### config.mk
export PLATFORM = sky130hd
export DESIGN_NAME = vmirt_front
export DESIGN_NICKNAME = d
export VERILOG_FILES = /design/src/hw/rtl/vmirt_pkg.sv /design/src/hw/rtl/vmirt_front.sv
export SDC_FILE = /design/constraint.sdc
export NUM_CORES = 1
export LEC_CHECK = 0
export ABC_AREA = 0
export BUFFER_PORTS_ARGS = -buffer_cell sky130_fd_sc_hd__buf_4
export CAP_MARGIN = 0
export CORE_AREA = 2 2 230 232
export DETAILED_ROUTE_END_ITERATION = 10
export DIE_AREA = 0 0 232 234
export PLACE_DENSITY = 0.32
export RECOVER_POWER = 25
export SETUP_SLACK_MARGIN = 0.5
export SLEW_MARGIN = 40
export SYNTH_ARGS = -nofsm -noshare
export SYNTH_HDL_FRONTEND = slang
export SYNTH_SLANG_ARGS = --single-unit
### constraint.sdc
create_clock -name vclk -period 1.5
set_clock_uncertainty 0.15 [all_clocks]
set_input_delay 0.375 -clock vclk [all_inputs]
set_output_delay 0.375 -clock vclk [all_outputs]
set_load 0.05 [all_outputs]
### src/hw/rtl/vmirt_pkg.sv
// Shared types, constants and helpers for the region table translator.
package vmirt_pkg;

  localparam int unsigned REGION_SLOTS_DEF = 16;
  localparam int unsigned QUEUE_DEPTH      = 2;

  localparam int unsigned ADDR_W      = 64;
  localparam int unsigned SIZE_W      = 32;
  localparam int unsigned COUNT_W     = 5;
  localparam int unsigned SLOT_IDX_W  = 4;
  localparam int unsigned CFG_INDEX_W = 1;
  localparam int unsigned CFG_DATA_W  = 64;
  localparam int unsigned M_TDATA_W   = 64;
  localparam int unsigned M_TUSER_W   = 3;

  localparam logic [ADDR_W-1:0] FAIL_ADDR_RST = 64'd2989;

  localparam logic CMD_LOAD  = 1'b0;
  localparam logic CMD_XLATE = 1'b1;

  localparam logic [CFG_INDEX_W-1:0] CFG_REGION_COUNT = 1'b0;
  localparam logic [CFG_INDEX_W-1:0] CFG_FAIL_ADDR    = 1'b1;

  typedef enum logic [1:0] {
    KIND_LOAD,
    KIND_LOAD_SKIP,
    KIND_XLATE
  } kind_e;

  typedef enum logic [2:0] {
    STAT_OK        = 3'd0,
    STAT_NO_REGION = 3'd1,
    STAT_BOUNDS    = 3'd2,
    STAT_WRITE     = 3'd3,
    STAT_LOADED    = 3'd4
  } status_e;

  typedef enum logic [2:0] {
    BK_IDLE,
    BK_RD,
    BK_CMP,
    BK_FRD,
    BK_CHKA,
    BK_CHKB,
    BK_CHKC,
    BK_DONE
  } bk_state_e;

  // input tdata layout, lowest field last
  typedef struct packed {
    logic [1:0]        pad;
    logic              access_is_write;
    logic [ADDR_W-1:0] access_size;
    logic [ADDR_W-1:0] access_offset;
    logic              region_writable;
    logic [ADDR_W-1:0] region_reserved;
    logic [SIZE_W-1:0] region_size;
    logic [ADDR_W-1:0] region_haddr;
    logic [ADDR_W-1:0] region_vaddr;
    logic [SLOT_IDX_W-1:0] entry_index;
  } s_tdata_t;

  localparam int unsigned S_TDATA_W = $bits(s_tdata_t);

  // queued request; load uses addr_a/addr_b as start/host,
  // translate uses them as offset/access size and flag as write
  typedef struct packed {
    kind_e                 kind;
    logic [SLOT_IDX_W-1:0] slot;
    logic [ADDR_W-1:0]     addr_a;
    logic [ADDR_W-1:0]     addr_b;
    logic [SIZE_W-1:0]     size;
    logic [ADDR_W-1:0]     span;
    logic                  flag;
  } req_t;

  typedef struct packed {
    logic [ADDR_W-1:0] start;
    logic [ADDR_W-1:0] host;
    logic [SIZE_W-1:0] size;
    logic [ADDR_W-1:0] span;
    logic              writable;
  } entry_t;

  // offset at or beyond start + span, sum taken without wrap
  function automatic logic past_end(input logic [ADDR_W-1:0] start,
                                    input logic [ADDR_W-1:0] span,
                                    input logic [ADDR_W-1:0] offset);
    logic [ADDR_W:0] fin;
    fin = {1'b0, start} + {1'b0, span};
    return ({1'b0, offset} >= fin);
  endfunction

endpackage

### src/hw/rtl/vmirt_front.sv
// Front part: takes input requests, unpacks and classifies them for the queue.
module vmirt_front import vmirt_pkg::*; #(
  parameter int unsigned REGION_SLOTS = REGION_SLOTS_DEF
) (
  input  logic                 s_axis_tvalid_i,
  output logic                 s_axis_tready_o,
  input  logic [S_TDATA_W-1:0] s_axis_tdata_i,
  input  logic                 s_axis_tuser_i,
  input  logic                 q_full_i,
  output logic                 q_push_o,
  output req_t                 q_req_o
);

  localparam int unsigned CW = ($clog2(REGION_SLOTS + 1) > SLOT_IDX_W) ?
                               $clog2(REGION_SLOTS + 1) : SLOT_IDX_W;

  s_tdata_t td;
  logic     slot_ok;

  assign td      = s_tdata_t'(s_axis_tdata_i);
  assign slot_ok = (CW'(td.entry_index) < CW'(REGION_SLOTS));

  assign s_axis_tready_o = !q_full_i;
  assign q_push_o        = s_axis_tvalid_i && !q_full_i;

  always_comb begin
    q_req_o.slot = td.entry_index;
    if (s_axis_tuser_i == CMD_LOAD) begin
      q_req_o.kind   = slot_ok ? KIND_LOAD : KIND_LOAD_SKIP;
      q_req_o.addr_a = td.region_vaddr;
      q_req_o.addr_b = td.region_haddr;
      q_req_o.size   = td.region_size;
      q_req_o.span   = td.region_reserved;
      q_req_o.flag   = td.region_writable;
    end else begin
      q_req_o.kind   = KIND_XLATE;
      q_req_o.addr_a = td.access_offset;
      q_req_o.addr_b = td.access_size;
      q_req_o.size   = td.region_size;
      q_req_o.span   = td.region_reserved;
      q_req_o.flag   = td.access_is_write;
    end
  end

endmodule

* Yosys cells after proc, flatten, opt, wreduce, memory -nomap -nowiden
Index checks and enable logic that the tools add are counted.
** Word-level totals
- Flip-flop bits (word level) :: 0
- Input port bits :: 363
- Output and inout bits :: 233
- Word-level logic and storage cells :: 4
** Cells by class
- Multiplexer cells :: 2
- Reduce and logical (&&, ||, !) cells :: 2
** Operator list (number)
- $mux W225 :: 1
- $mux W2 :: 1
- $logic_and A1 B1 Y1 :: 1
- $logic_not A1 Y1 :: 1

* Longest topological paths before layout
- Word-level depth :: 2
- Gate-level depth with buffers :: 3
- Mapped depth without buffers :: 1

* Least setup slack after synthesis
OpenSTA, ideal clock, no wires.
- Path type :: input port to output port
- Start :: input s_axis_tuser_i
- End :: output q_req_o[113] in the netlist's numbering
- Data arrival time :: 1110 ps
- Data required time :: 975 ps
- Path slack :: -135 ps
- Cell stages on the path :: 3
- Path buffers :: 2
- Cell sequence :: buf_6 > buf_6 > mux2_2
** RTL lines
- from (decl) :: RTL line vmirt_front.sv:8 : input logic s_axis_tuser_i,
- to (decl) :: RTL line vmirt_front.sv:11 : output req_t q_req_o

==> impl_metrics.tcl <==
set metrics [dict create \
    status "finished with violations" \
    violations "negative setup slack" \
    synth_top_area_frac 0.609 \
    globalRouteTotalUtil 0.104 \
    finalNonFillerCells 1248 \
    p_int_mw 1.48 \
    critPathTopFamily "buffers and inverters" \
    overflow 0 \
    ant_nets 0 \
    grt_pass1_vias 3454 \
    path_buf_inv 4 \
    grt_setup_unrepaired "true" \
    place.gp.congestion 0.790 \
    placed_cells 1224 \
    finalCritPeriodShare 1.21 \
    worstPathArrival_ps 1290 \
    synth_cell_types 7 \
    vias 3350 \
    startpoint_type "input pin" \
    drtPass1Iterations 4 \
    syn_inst 248 \
    fmax_mhz 550 \
    grt_pass1_wl_um 35800 \
    clkPwrFrac 0 \
    timing.final.ws_setup_ps -317 \
    p_per_area_nw_per_um2 456 \
    clkbuf_count 0 \
    period_minus_slack_ps 1820 \
    ioPinCount 596 \
    die_y_um 234 \
    fp.coreArea_um2 52000 \
    dieWidth_um 232 \
    cp_max_fo 7 \
    hpwl_um 27500 \
    p_sw_frac 0.519 \
    synthTopCellsByArea "mux2_2 61%, buf_4 32%, buf_6 6.1%" \
    syn-num-nets 611 \
    yosysWarnings 0 \
    netSwitchingPower_mw 1.60 \
    endpoint_kind "primary output" \
    drcViolationCount 0 \
    fin_nets 916 \
    start_util 0.0458 \
    fillers 5997 \
    port_buffers 393 \
    hold-worst-slack_ps 600 \
    slowest_stage "mux2_4" \
    comb_power_share 1.000 \
    syn_to_final_growth_pct 184 \
    cp_slowest_stage_delay_ps 310 \
    yosysSeqAreaShare 0 \
    wl_per_cell_um 24.6 \
    slew_violations 0 \
    hold_viol 0 \
    layout-drive-gt1-share 0.998 \
    register_area_um2 0 \
    synth_top_area_cell "mux2_2" \
    vdd_drop_max_mv 0.168 \
    synth_most_common_cell "mux2_2" \
    crit_chain "buf_16 > buf_12 > clkbuf_16 > mux2_4 > buf_8" \
    drt_iter0_markers 43 \
    p_seq_frac 0 \
    grt_max_degree 16 \
    holdCritPathClass "input pin to primary output" \
    worstPathRequired_ps 970 \
    via_per_inst 2.68 \
    dieArea_um2 54300 \
    cap_violations 0 \
    std_cell_rows 84 \
    path_class "input pin to primary output" \
    seq_cell_count 0 \
    synth.cell_area_um2 2380 \
    finalSetupViolations 129 \
    ys_top_cells_by_count "129 x mux2_2, 102 x buf_4, 13 x buf_6" \
    wirelength_um 30700 \
    holdBufCountCts 0 \
    antenna_found_initial 33 \
    syn_avg_cell_area_um2 9.61 \
    power.leakage_nw 3.23 \
]
[per-layer routing]
metal / track usage / wire length [µm]
met5: 0 / 13
met4: 0.0415 / 1660
met1: 0.0839 / 8500
met2: 0.235 / 18200
met3: 0.0169 / 2260
[cell usage in the layout (no fill, tap or decap), drive strengths merged]
| cell | count |
|---|---|
| conb | 1 |
| nor2b | 1 |
| diode | 9 |
| clkinvlp | 1 |
| mux2 | 129 |
| clkbuf | 4 |
| buf | 415 |
[repair_timing]
| item | 4_1_cts | 5_1_grt |
|---|---|---|
| pin swaps | 0 | 0 |
| gates resized for setup | 192 | 36 |
| hold endpoints to repair | 0 | 0 |
| gates cloned | 5 | 4 |
| buffers inserted | 5 | 1 |
| endpoints found under the setup margin | 132 | 132 |
[power groups by stage]
stage | clock network, mW | registers [mW] | logic (mW)
6_report | 0.000000720 | 0 | 3.08
5_1_grt | 0.000000448 | 0 | 3.19
4_1_cts | 0 | 0 | 3.02
3_5_place_dp | 0 | 0 | 2.61
3_3_place_gp | 0 | 0 | 2.61
2_1_floorplan | 0 | 0 | 2.60
[final timing paths]
path	endpoint	slack, ps	start	cells past startpoint
worst max-delay path	q_req_o[145]	-320	s_axis_tuser_i	5
worst min-delay path	q_req_o[32]	600	s_axis_tdata_i[195]	0
[final cells by class]
| type | instances | area (µm²) | share of cell area |
|---|---|---|---|
| diodes | 9 | 22.5 | 0.00333 |
| inverters | 1 | 7.51 | 0.00111 |
| multi-input cells | 131 | 1790 | 0.265 |
| well taps | 688 | 861 | 0.127 |
| repair buffers | 419 | 4080 | 0.604 |
[metrics by stage]
step	setup WS (ps)	utilization	instance area [µm²]	total power, mW	TNS (ps)
2_1_floorplan	-106	-	3850	2.60	-10470
3_3_place_gp	-517	0.107	5550	2.61	-58640
3_5_place_dp	-528	0.107	5550	2.61	-59730
4_1_cts	-326	0.125	6480	3.02	-33980
5_1_grt	-334	0.130	6750	3.19	-37150
6_report	-317	0.130	6760	3.08	-33970
[cell families (layout without fill, tap and decap cells)]
group	Yosys count	count (layout)	share of synthesized area
mux	129	129	0.609
buf+inv	117	420	0.386
other cells	1	10	0.00157
simple gates	1	1	0.00263
No activity file was read; power rests on OpenSTA's default activity.
