`src/hw/rtl/vmirt_pkg.sv`:
```
// Shared types, constants and helpers for the region table translator.
package vmirt_pkg;

  localparam int unsigned REGION_SLOTS_DEF = 16;
  localparam int unsigned QUEUE_DEPTH      = 2;

  localparam int unsigned ADDR_W      = 64;
  localparam int unsigned SIZE_W      = 32;
  localparam int unsigned COUNT_W     = 5;
  localparam int unsigned SLOT_IDX_W  = 4;
  localparam int unsigned CFG_INDEX_W = 1;
  localparam int unsigned CFG_DATA_W  = 64;
  localparam int unsigned M_TDATA_W   = 64;
  localparam int unsigned M_TUSER_W   = 3;

  localparam logic [ADDR_W-1:0] FAIL_ADDR_RST = 64'd2989;

  localparam logic CMD_LOAD  = 1'b0;
  localparam logic CMD_XLATE = 1'b1;

  localparam logic [CFG_INDEX_W-1:0] CFG_REGION_COUNT = 1'b0;
  localparam logic [CFG_INDEX_W-1:0] CFG_FAIL_ADDR    = 1'b1;

  typedef enum logic [1:0] {
    KIND_LOAD,
    KIND_LOAD_SKIP,
    KIND_XLATE
  } kind_e;

  typedef enum logic [2:0] {
    STAT_OK        = 3'd0,
    STAT_NO_REGION = 3'd1,
    STAT_BOUNDS    = 3'd2,
    STAT_WRITE     = 3'd3,
    STAT_LOADED    = 3'd4
  } status_e;

  typedef enum logic [2:0] {
    BK_IDLE,
    BK_RD,
    BK_CMP,
    BK_FRD,
    BK_CHKA,
    BK_CHKB,
    BK_CHKC,
    BK_DONE
  } bk_state_e;

  // input tdata layout, lowest field last
  typedef struct packed {
    logic [1:0]        pad;
    logic              access_is_write;
    logic [ADDR_W-1:0] access_size;
    logic [ADDR_W-1:0] access_offset;
    logic              region_writable;
    logic [ADDR_W-1:0] region_reserved;
    logic [SIZE_W-1:0] region_size;
    logic [ADDR_W-1:0] region_haddr;
    logic [ADDR_W-1:0] region_vaddr;
    logic [SLOT_IDX_W-1:0] entry_index;
  } s_tdata_t;

  localparam int unsigned S_TDATA_W = $bits(s_tdata_t);

  // queued request; load uses addr_a/addr_b as start/host,
  // translate uses them as offset/access size and flag as write
  typedef struct packed {
    kind_e                 kind;
    logic [SLOT_IDX_W-1:0] slot;
    logic [ADDR_W-1:0]     addr_a;
    logic [ADDR_W-1:0]     addr_b;
    logic [SIZE_W-1:0]     size;
    logic [ADDR_W-1:0]     span;
    logic                  flag;
  } req_t;

  typedef struct packed {
    logic [ADDR_W-1:0] start;
    logic [ADDR_W-1:0] host;
    logic [SIZE_W-1:0] size;
    logic [ADDR_W-1:0] span;
    logic              writable;
  } entry_t;

  // offset at or beyond start + span, sum taken without wrap
  function automatic logic past_end(input logic [ADDR_W-1:0] start,
                                    input logic [ADDR_W-1:0] span,
                                    input logic [ADDR_W-1:0] offset);
    logic [ADDR_W:0] fin;
    fin = {1'b0, start} + {1'b0, span};
    return ({1'b0, offset} >= fin);
  endfunction

endpackage

```
`src/hw/rtl/vmirt_queue.sv`:
```
// Short request queue between the front and back parts.
module vmirt_queue import vmirt_pkg::*; (
  input  logic clk_i,
  input  logic rst_ni,
  input  logic push_i,
  input  req_t req_i,
  output logic full_o,
  input  logic pop_i,
  output logic valid_o,
  output req_t req_o
);

  localparam int unsigned PW   = (QUEUE_DEPTH > 1) ? $clog2(QUEUE_DEPTH) : 1;
  localparam int unsigned CNTW = $clog2(QUEUE_DEPTH + 1);
  localparam logic [PW-1:0]   LAST_PTR = PW'(QUEUE_DEPTH - 1);
  localparam logic [CNTW-1:0] FULL_CNT = CNTW'(QUEUE_DEPTH);

  req_t            slot_q [QUEUE_DEPTH];
  logic [PW-1:0]   wptr_q, wptr_d;
  logic [PW-1:0]   rptr_q, rptr_d;
  logic [CNTW-1:0] cnt_q, cnt_d;
  logic            do_push, do_pop;

  assign full_o  = (cnt_q == FULL_CNT);
  assign valid_o = (cnt_q != '0);
  assign req_o   = slot_q[rptr_q];
  assign do_push = push_i && !full_o;
  assign do_pop  = pop_i && valid_o;

  always_comb begin
    wptr_d = wptr_q;
    rptr_d = rptr_q;
    cnt_d  = cnt_q;
    if (do_push) begin
      wptr_d = (wptr_q == LAST_PTR) ? '0 : wptr_q + 1'b1;
    end
    if (do_pop) begin
      rptr_d = (rptr_q == LAST_PTR) ? '0 : rptr_q + 1'b1;
    end
    if (do_push && !do_pop) begin
      cnt_d = cnt_q + 1'b1;
    end else if (do_pop && !do_push) begin
      cnt_d = cnt_q - 1'b1;
    end
  end

  always_ff @(posedge clk_i or negedge rst_ni) begin
    if (!rst_ni) begin
      wptr_q <= '0;
      rptr_q <= '0;
      cnt_q  <= '0;
    end else begin
      wptr_q <= wptr_d;
      rptr_q <= rptr_d;
      cnt_q  <= cnt_d;
    end
  end

  always_ff @(posedge clk_i) begin
    if (do_push) begin
      slot_q[wptr_q] <= req_i;
    end
  end

endmodule

```
`config.mk`:
```
export PLATFORM = sky130hd
export DESIGN_NAME = vmirt_queue
export DESIGN_NICKNAME = d
export VERILOG_FILES = /design/src/hw/rtl/vmirt_pkg.sv /design/src/hw/rtl/vmirt_queue.sv
export SDC_FILE = /design/constraint.sdc
export NUM_CORES = 1
export LEC_CHECK = 0
export ABC_CLOCK_PERIOD_IN_PS = 13420
export BUFFER_PORTS_ARGS = -buffer_cell sky130_fd_sc_hd__buf_2
export CAP_MARGIN = 20
export CELL_PAD_IN_SITES_DETAIL_PLACEMENT = 0
export CELL_PAD_IN_SITES_GLOBAL_PLACEMENT = 1
export CORE_UTILIZATION = 45
export DETAILED_ROUTE_END_ITERATION = 8
export GPL_ROUTABILITY_DRIVEN = 0
export PLACE_DENSITY_LB_ADDON = 0.1
export SLEW_MARGIN = 10
export SYNTH_ARGS = -nofsm -noshare
export SYNTH_HDL_FRONTEND = slang
export SYNTH_SLANG_ARGS = --single-unit
```
`constraint.sdc`:
```
create_clock -name clk_i -period 13.42 [get_ports clk_i]
set_input_delay 2.684 -clock clk_i [delete_from_list [all_inputs] [get_ports clk_i]]
set_output_delay 2.684 -clock clk_i [all_outputs]
set_load 0.05 [all_outputs]
```
======== Word level (Yosys, flattened, before mapping) ========
Memories as Yosys holds them, arrays and structs flattened.
Cells that the tools add are included.
storage, ports and cells
  register bits ........................... 4
  input port bits ......................... 235
  output and inout bits ................... 233
  memories kept ........................... 1
  word-level logic and storage cells ...... 24
  RAM bits ................................ 462
operators by class
  equal/unequal tests ..................... 1
  $add $sub $neg .......................... 4
  reduce and logical (&&, ||, !) cells .... 9
  multiplexer cells ....................... 6
memory list
  memory  words  width  read ports  clocked after memory_dff  wr ports  RTL line           source
  slot_q  2      231    1           0                         1         vmirt_queue.sv:18  req_t slot_q [QUEUE_DEPTH];
operator list
  operator             count
  $logic_and 1x1->1    4
  $mux 1               4
  $mux 2               2
  $reduce_bool 2->1    2
  $logic_not 1->1      3
  $add 1x1->1 const B  2
  $add 2x1->2 const B  1
  $eq 2x2->1 const B   1
  $sub 2x1->2 const B  1

======== Logic depth before layout (Yosys ltp) ========
  depth after elaboration ................. 7
  depth in mapped cells ................... 7
  depth with buffers taken out ............ 7

======== Least setup slack after synthesis ========
Ideal clock, no wire load.
  kind .................................... input-to-reg
  start ................................... input port push_i
  end ..................................... memory slot_q[0][0] in the netlist's numbering (enable)
  buffers on the path ..................... 0
  arrival ................................. 12.345 ns
  stages on the path ...................... 2
  path slack .............................. 0.249 ns
  required time ........................... 12.594 ns
  cells stage by stage .................... nand2_1 -> nor2_1
on the way
  cells in the longest elaborated chain, start to end .. 3
ends and longest elaborated chain
  element                       RTL line           source
  start: declaration            vmirt_queue.sv:5   input logic push_i,
  $logic_and 1x1->1             vmirt_queue.sv:27  assign do_push = push_i && !full_o;
  $mux 1                        vmirt_queue.sv:60  if (do_push) begin
  $mux 1 (not written as such)  vmirt_queue.sv:61  slot_q[wptr_q] <= req_i;
  end: declaration              vmirt_queue.sv:18
No other way between the ends.

==> reports/qor.txt <==
Post-synth EDFFs - 462
largest net degree at the start of global routing - 184
Initial Util - 45.6%
FP Rows - 72
Synth Area in Simple Gates - 0.192%
post-synthesis compound-gate area fraction - 0%
Synth Area in Adders - 0.0711%
number of global-route vias before repair - 8774
max incr delay on CP - 880 ps
Die Area - 39900 um^2
Crit-path slowest cell - buf_4
Tcrit/Tclk final - 46.6%
Worst Hold Class - flop to flop
DIE HEIGHT - 200 um
Power Density - 268 nW/um^2
Synth Flop Type - edfxtp_1
drt via density - 4.82
postcts setup bufs - 0
Non-Filler Instances - 1804
status - complete, no violations
CTS tree - yes
Slew Viols, Final - 0
setup TNS - 0 ps
most used cell, CP - buf_4
syn_nets - 974
routed length per instance - 21.2 um
number of buffers created by CTS - 49
Worst Hold Launch - cnt_q[1]
Worst Skew - 21.6 ps
Hold Buf Count CTS - 0
placed insts - 1706
reg2reg path depth - 4
critical path startpoint category - flop
drt total wl - 38200 um
clk sinks - 466
final core utilization - 56.9%
fmax - 160 MHz
Top Ports - 468
top area cells in the synthesized netlist - edfxtp_1, mux2_4, mux2_2
cells after synthesis - 738
post-synth cell types - 15
post-synthesis mux area share - 18.6%
VDD IR max - 170 uV
synth cell count leaders - edfxtp_1, mux2_4, mux2_2
critical path class - flop to output port
synthesized area per cell - 23.9 um^2
XOR/XNOR share of the synthesized area - 0.249%
fin nets - 1476
antenna violations before repair - 10
maxcap violations - 0
CTS clk-pin slew, worst paths - 60 ps
Max clock buf depth - 3
FF-to-FF End - slot_q[1][121]
CP Cell Sequence - buf_4 > buf_4 > mux2_4 > buf_2
hold path cells - 1
CTS H-Tree Depth - 2
first-pass GRT wire length - 52600 um
unrepaired setup endpoints after global routing - false
Detailed Place HPWL - 25800 um
DR WL met2 - 18900 um
Worst-Skew Late Latency - 570 ps
#FFs+latches synth - 466
Tmin final - 6260 ps
most area-hungry cell type in the Yosys netlist - edfxtp_1
via count - 8703
Resize count post-CTS - 0
synth-to-layout area growth - 24.9%
First-pass DRT Iterations - 4
Root Buffer - clkbuf_16
Reg2Reg Setup Slack - 9960 ps
top sig layer - met5
crit path DAT - 3570 ps
share of layout cells above drive strength 1 - 60.8%
worst path bufs/invs - 3
Ys Warns - 0
wire length on met1 - 14200 um
count leader, synth - edfxtp_1
Slew @ Worst Pin - 1400 ps
critical-path maximum fanout - 58
global-route usage over all layers - 18.3%
Crit. End Element - output port
slew margin rel. - 6.85%
Final Hold Fails - 0
data required time of the worst path - 10740 ps
met3 wire length - 3720 um
Setup-failing EPs final - 0
Lkg Pwr - 8.71 nW
delay-heaviest family, CP - buffers and inverters
core area - 38600 um^2
Mapped Area - 17600 um^2
post-synth top area share - 78.8%
asr flop ratio synth - 0.858%
IO buf count - 467
largest family of logic cells by synthesized area - multiplexers
GRT Residual Overflow - 0
Horiz. Die Dim - 200 um
sequential element share of the synthesized area - 79.4%
Iteration-0 DRC Markers - 366
WHS Endpoint - cnt_q[1]
Reg-to-Reg Start - cnt_q[0]
Routed Antenna Nets - 0
DRC - 0
Layout fillers - 3042
==> sequential cells by signal, indices dropped and copies added (netlist names) <==
register,flops
rptr_q,1
cnt_q,2
slot_q,462
wptr_q,1
==> power by group <==
part	switching [mW]	internal [mW]	total (mW)
clock	0.534	0.749	1.28
sequential	0.0972	2.00	2.09
combinational	1.76	0.751	2.51
==> final cells by class <==
class	instances	area (um^2)	area share [%]
Tap cell	518	648	2.95
Clock buffer	64	1330	6.03
Inverter	2	7.51	0.0341
Antenna cell	9	22.5	0.102
Sequential cell	466	14000	63.6
Clock inverter	24	185	0.842
Timing Repair Buffer	477	2440	11.1
Multi-Input combinational cell	244	3380	15.4
==> through the flow <==
stage / power (mW) / hold WS (ps) / cell area (um^2) / worst slack, ps
4_1_cts: 5.95 / 494 / 21900 / 6950
3_5_place_dp: 4.66 / 485 / 20400 / 7560
6_report: 5.89 / 493 / 22000 / 7160
5_1_grt: 6.12 / 536 / 22000 / 7020
2_1_floorplan: 4.27 / 456 / 17600 / 249
3_3_place_gp: 4.65 / 486 / 20400 / 7540
==> kinds of logic after synthesis <==
group | after synthesis
DFF | 466
muxes | 231
buffers and inverters | 28
and+or+nand+nor | 7
xor gates and xnor gates | 5
adders and majority gates | 1
==> placed cells by master, fill, tap and decap left out, types with 2 or more instances in the layout <==
cell       instances
bufinv_16          3
xnor2_1            3
diode_2            9
mux2_2            51
edfxtp_1         462
clkbuf_1          13
inv_1              2
xor2_1             2
buf_2            467
clkinv_1          11
mux2_4           180
dfrtp_1            3
nand2_1            2
clkbuf_16         51
buf_4              8
clkinv_2           9
==> worst register-to-register path, cell delays in order (launching register included) <==
cell and delay, ps:
dfrtp_1 400, nand2b_1 180, and3_4 580, buf_4 840
buf_4 1010
==> metal layers <==
metal	vias up	global-route usage (%)
met5	-	0
li1	3980	-
met2	333	30.5
met1	4304	20.9
met3	78	7.14
met4	8	8.09
==> worst max path at each step <==
stage            from            to  slack (ps)  depth (start not counted)
6_report       rptr_q    req_o[134]        7160                          4
5_1_grt        rptr_q    req_o[132]        7020                          4
4_1_cts        rptr_q    req_o[140]        6950                          4
3_5_place_dp   rptr_q    req_o[140]        7560                          4
3_3_place_gp   rptr_q    req_o[140]        7540                          4
2_1_floorplan  push_i  slot_q[0][0]         250                          2
No activity file was read; power rests on OpenSTA's default activity.
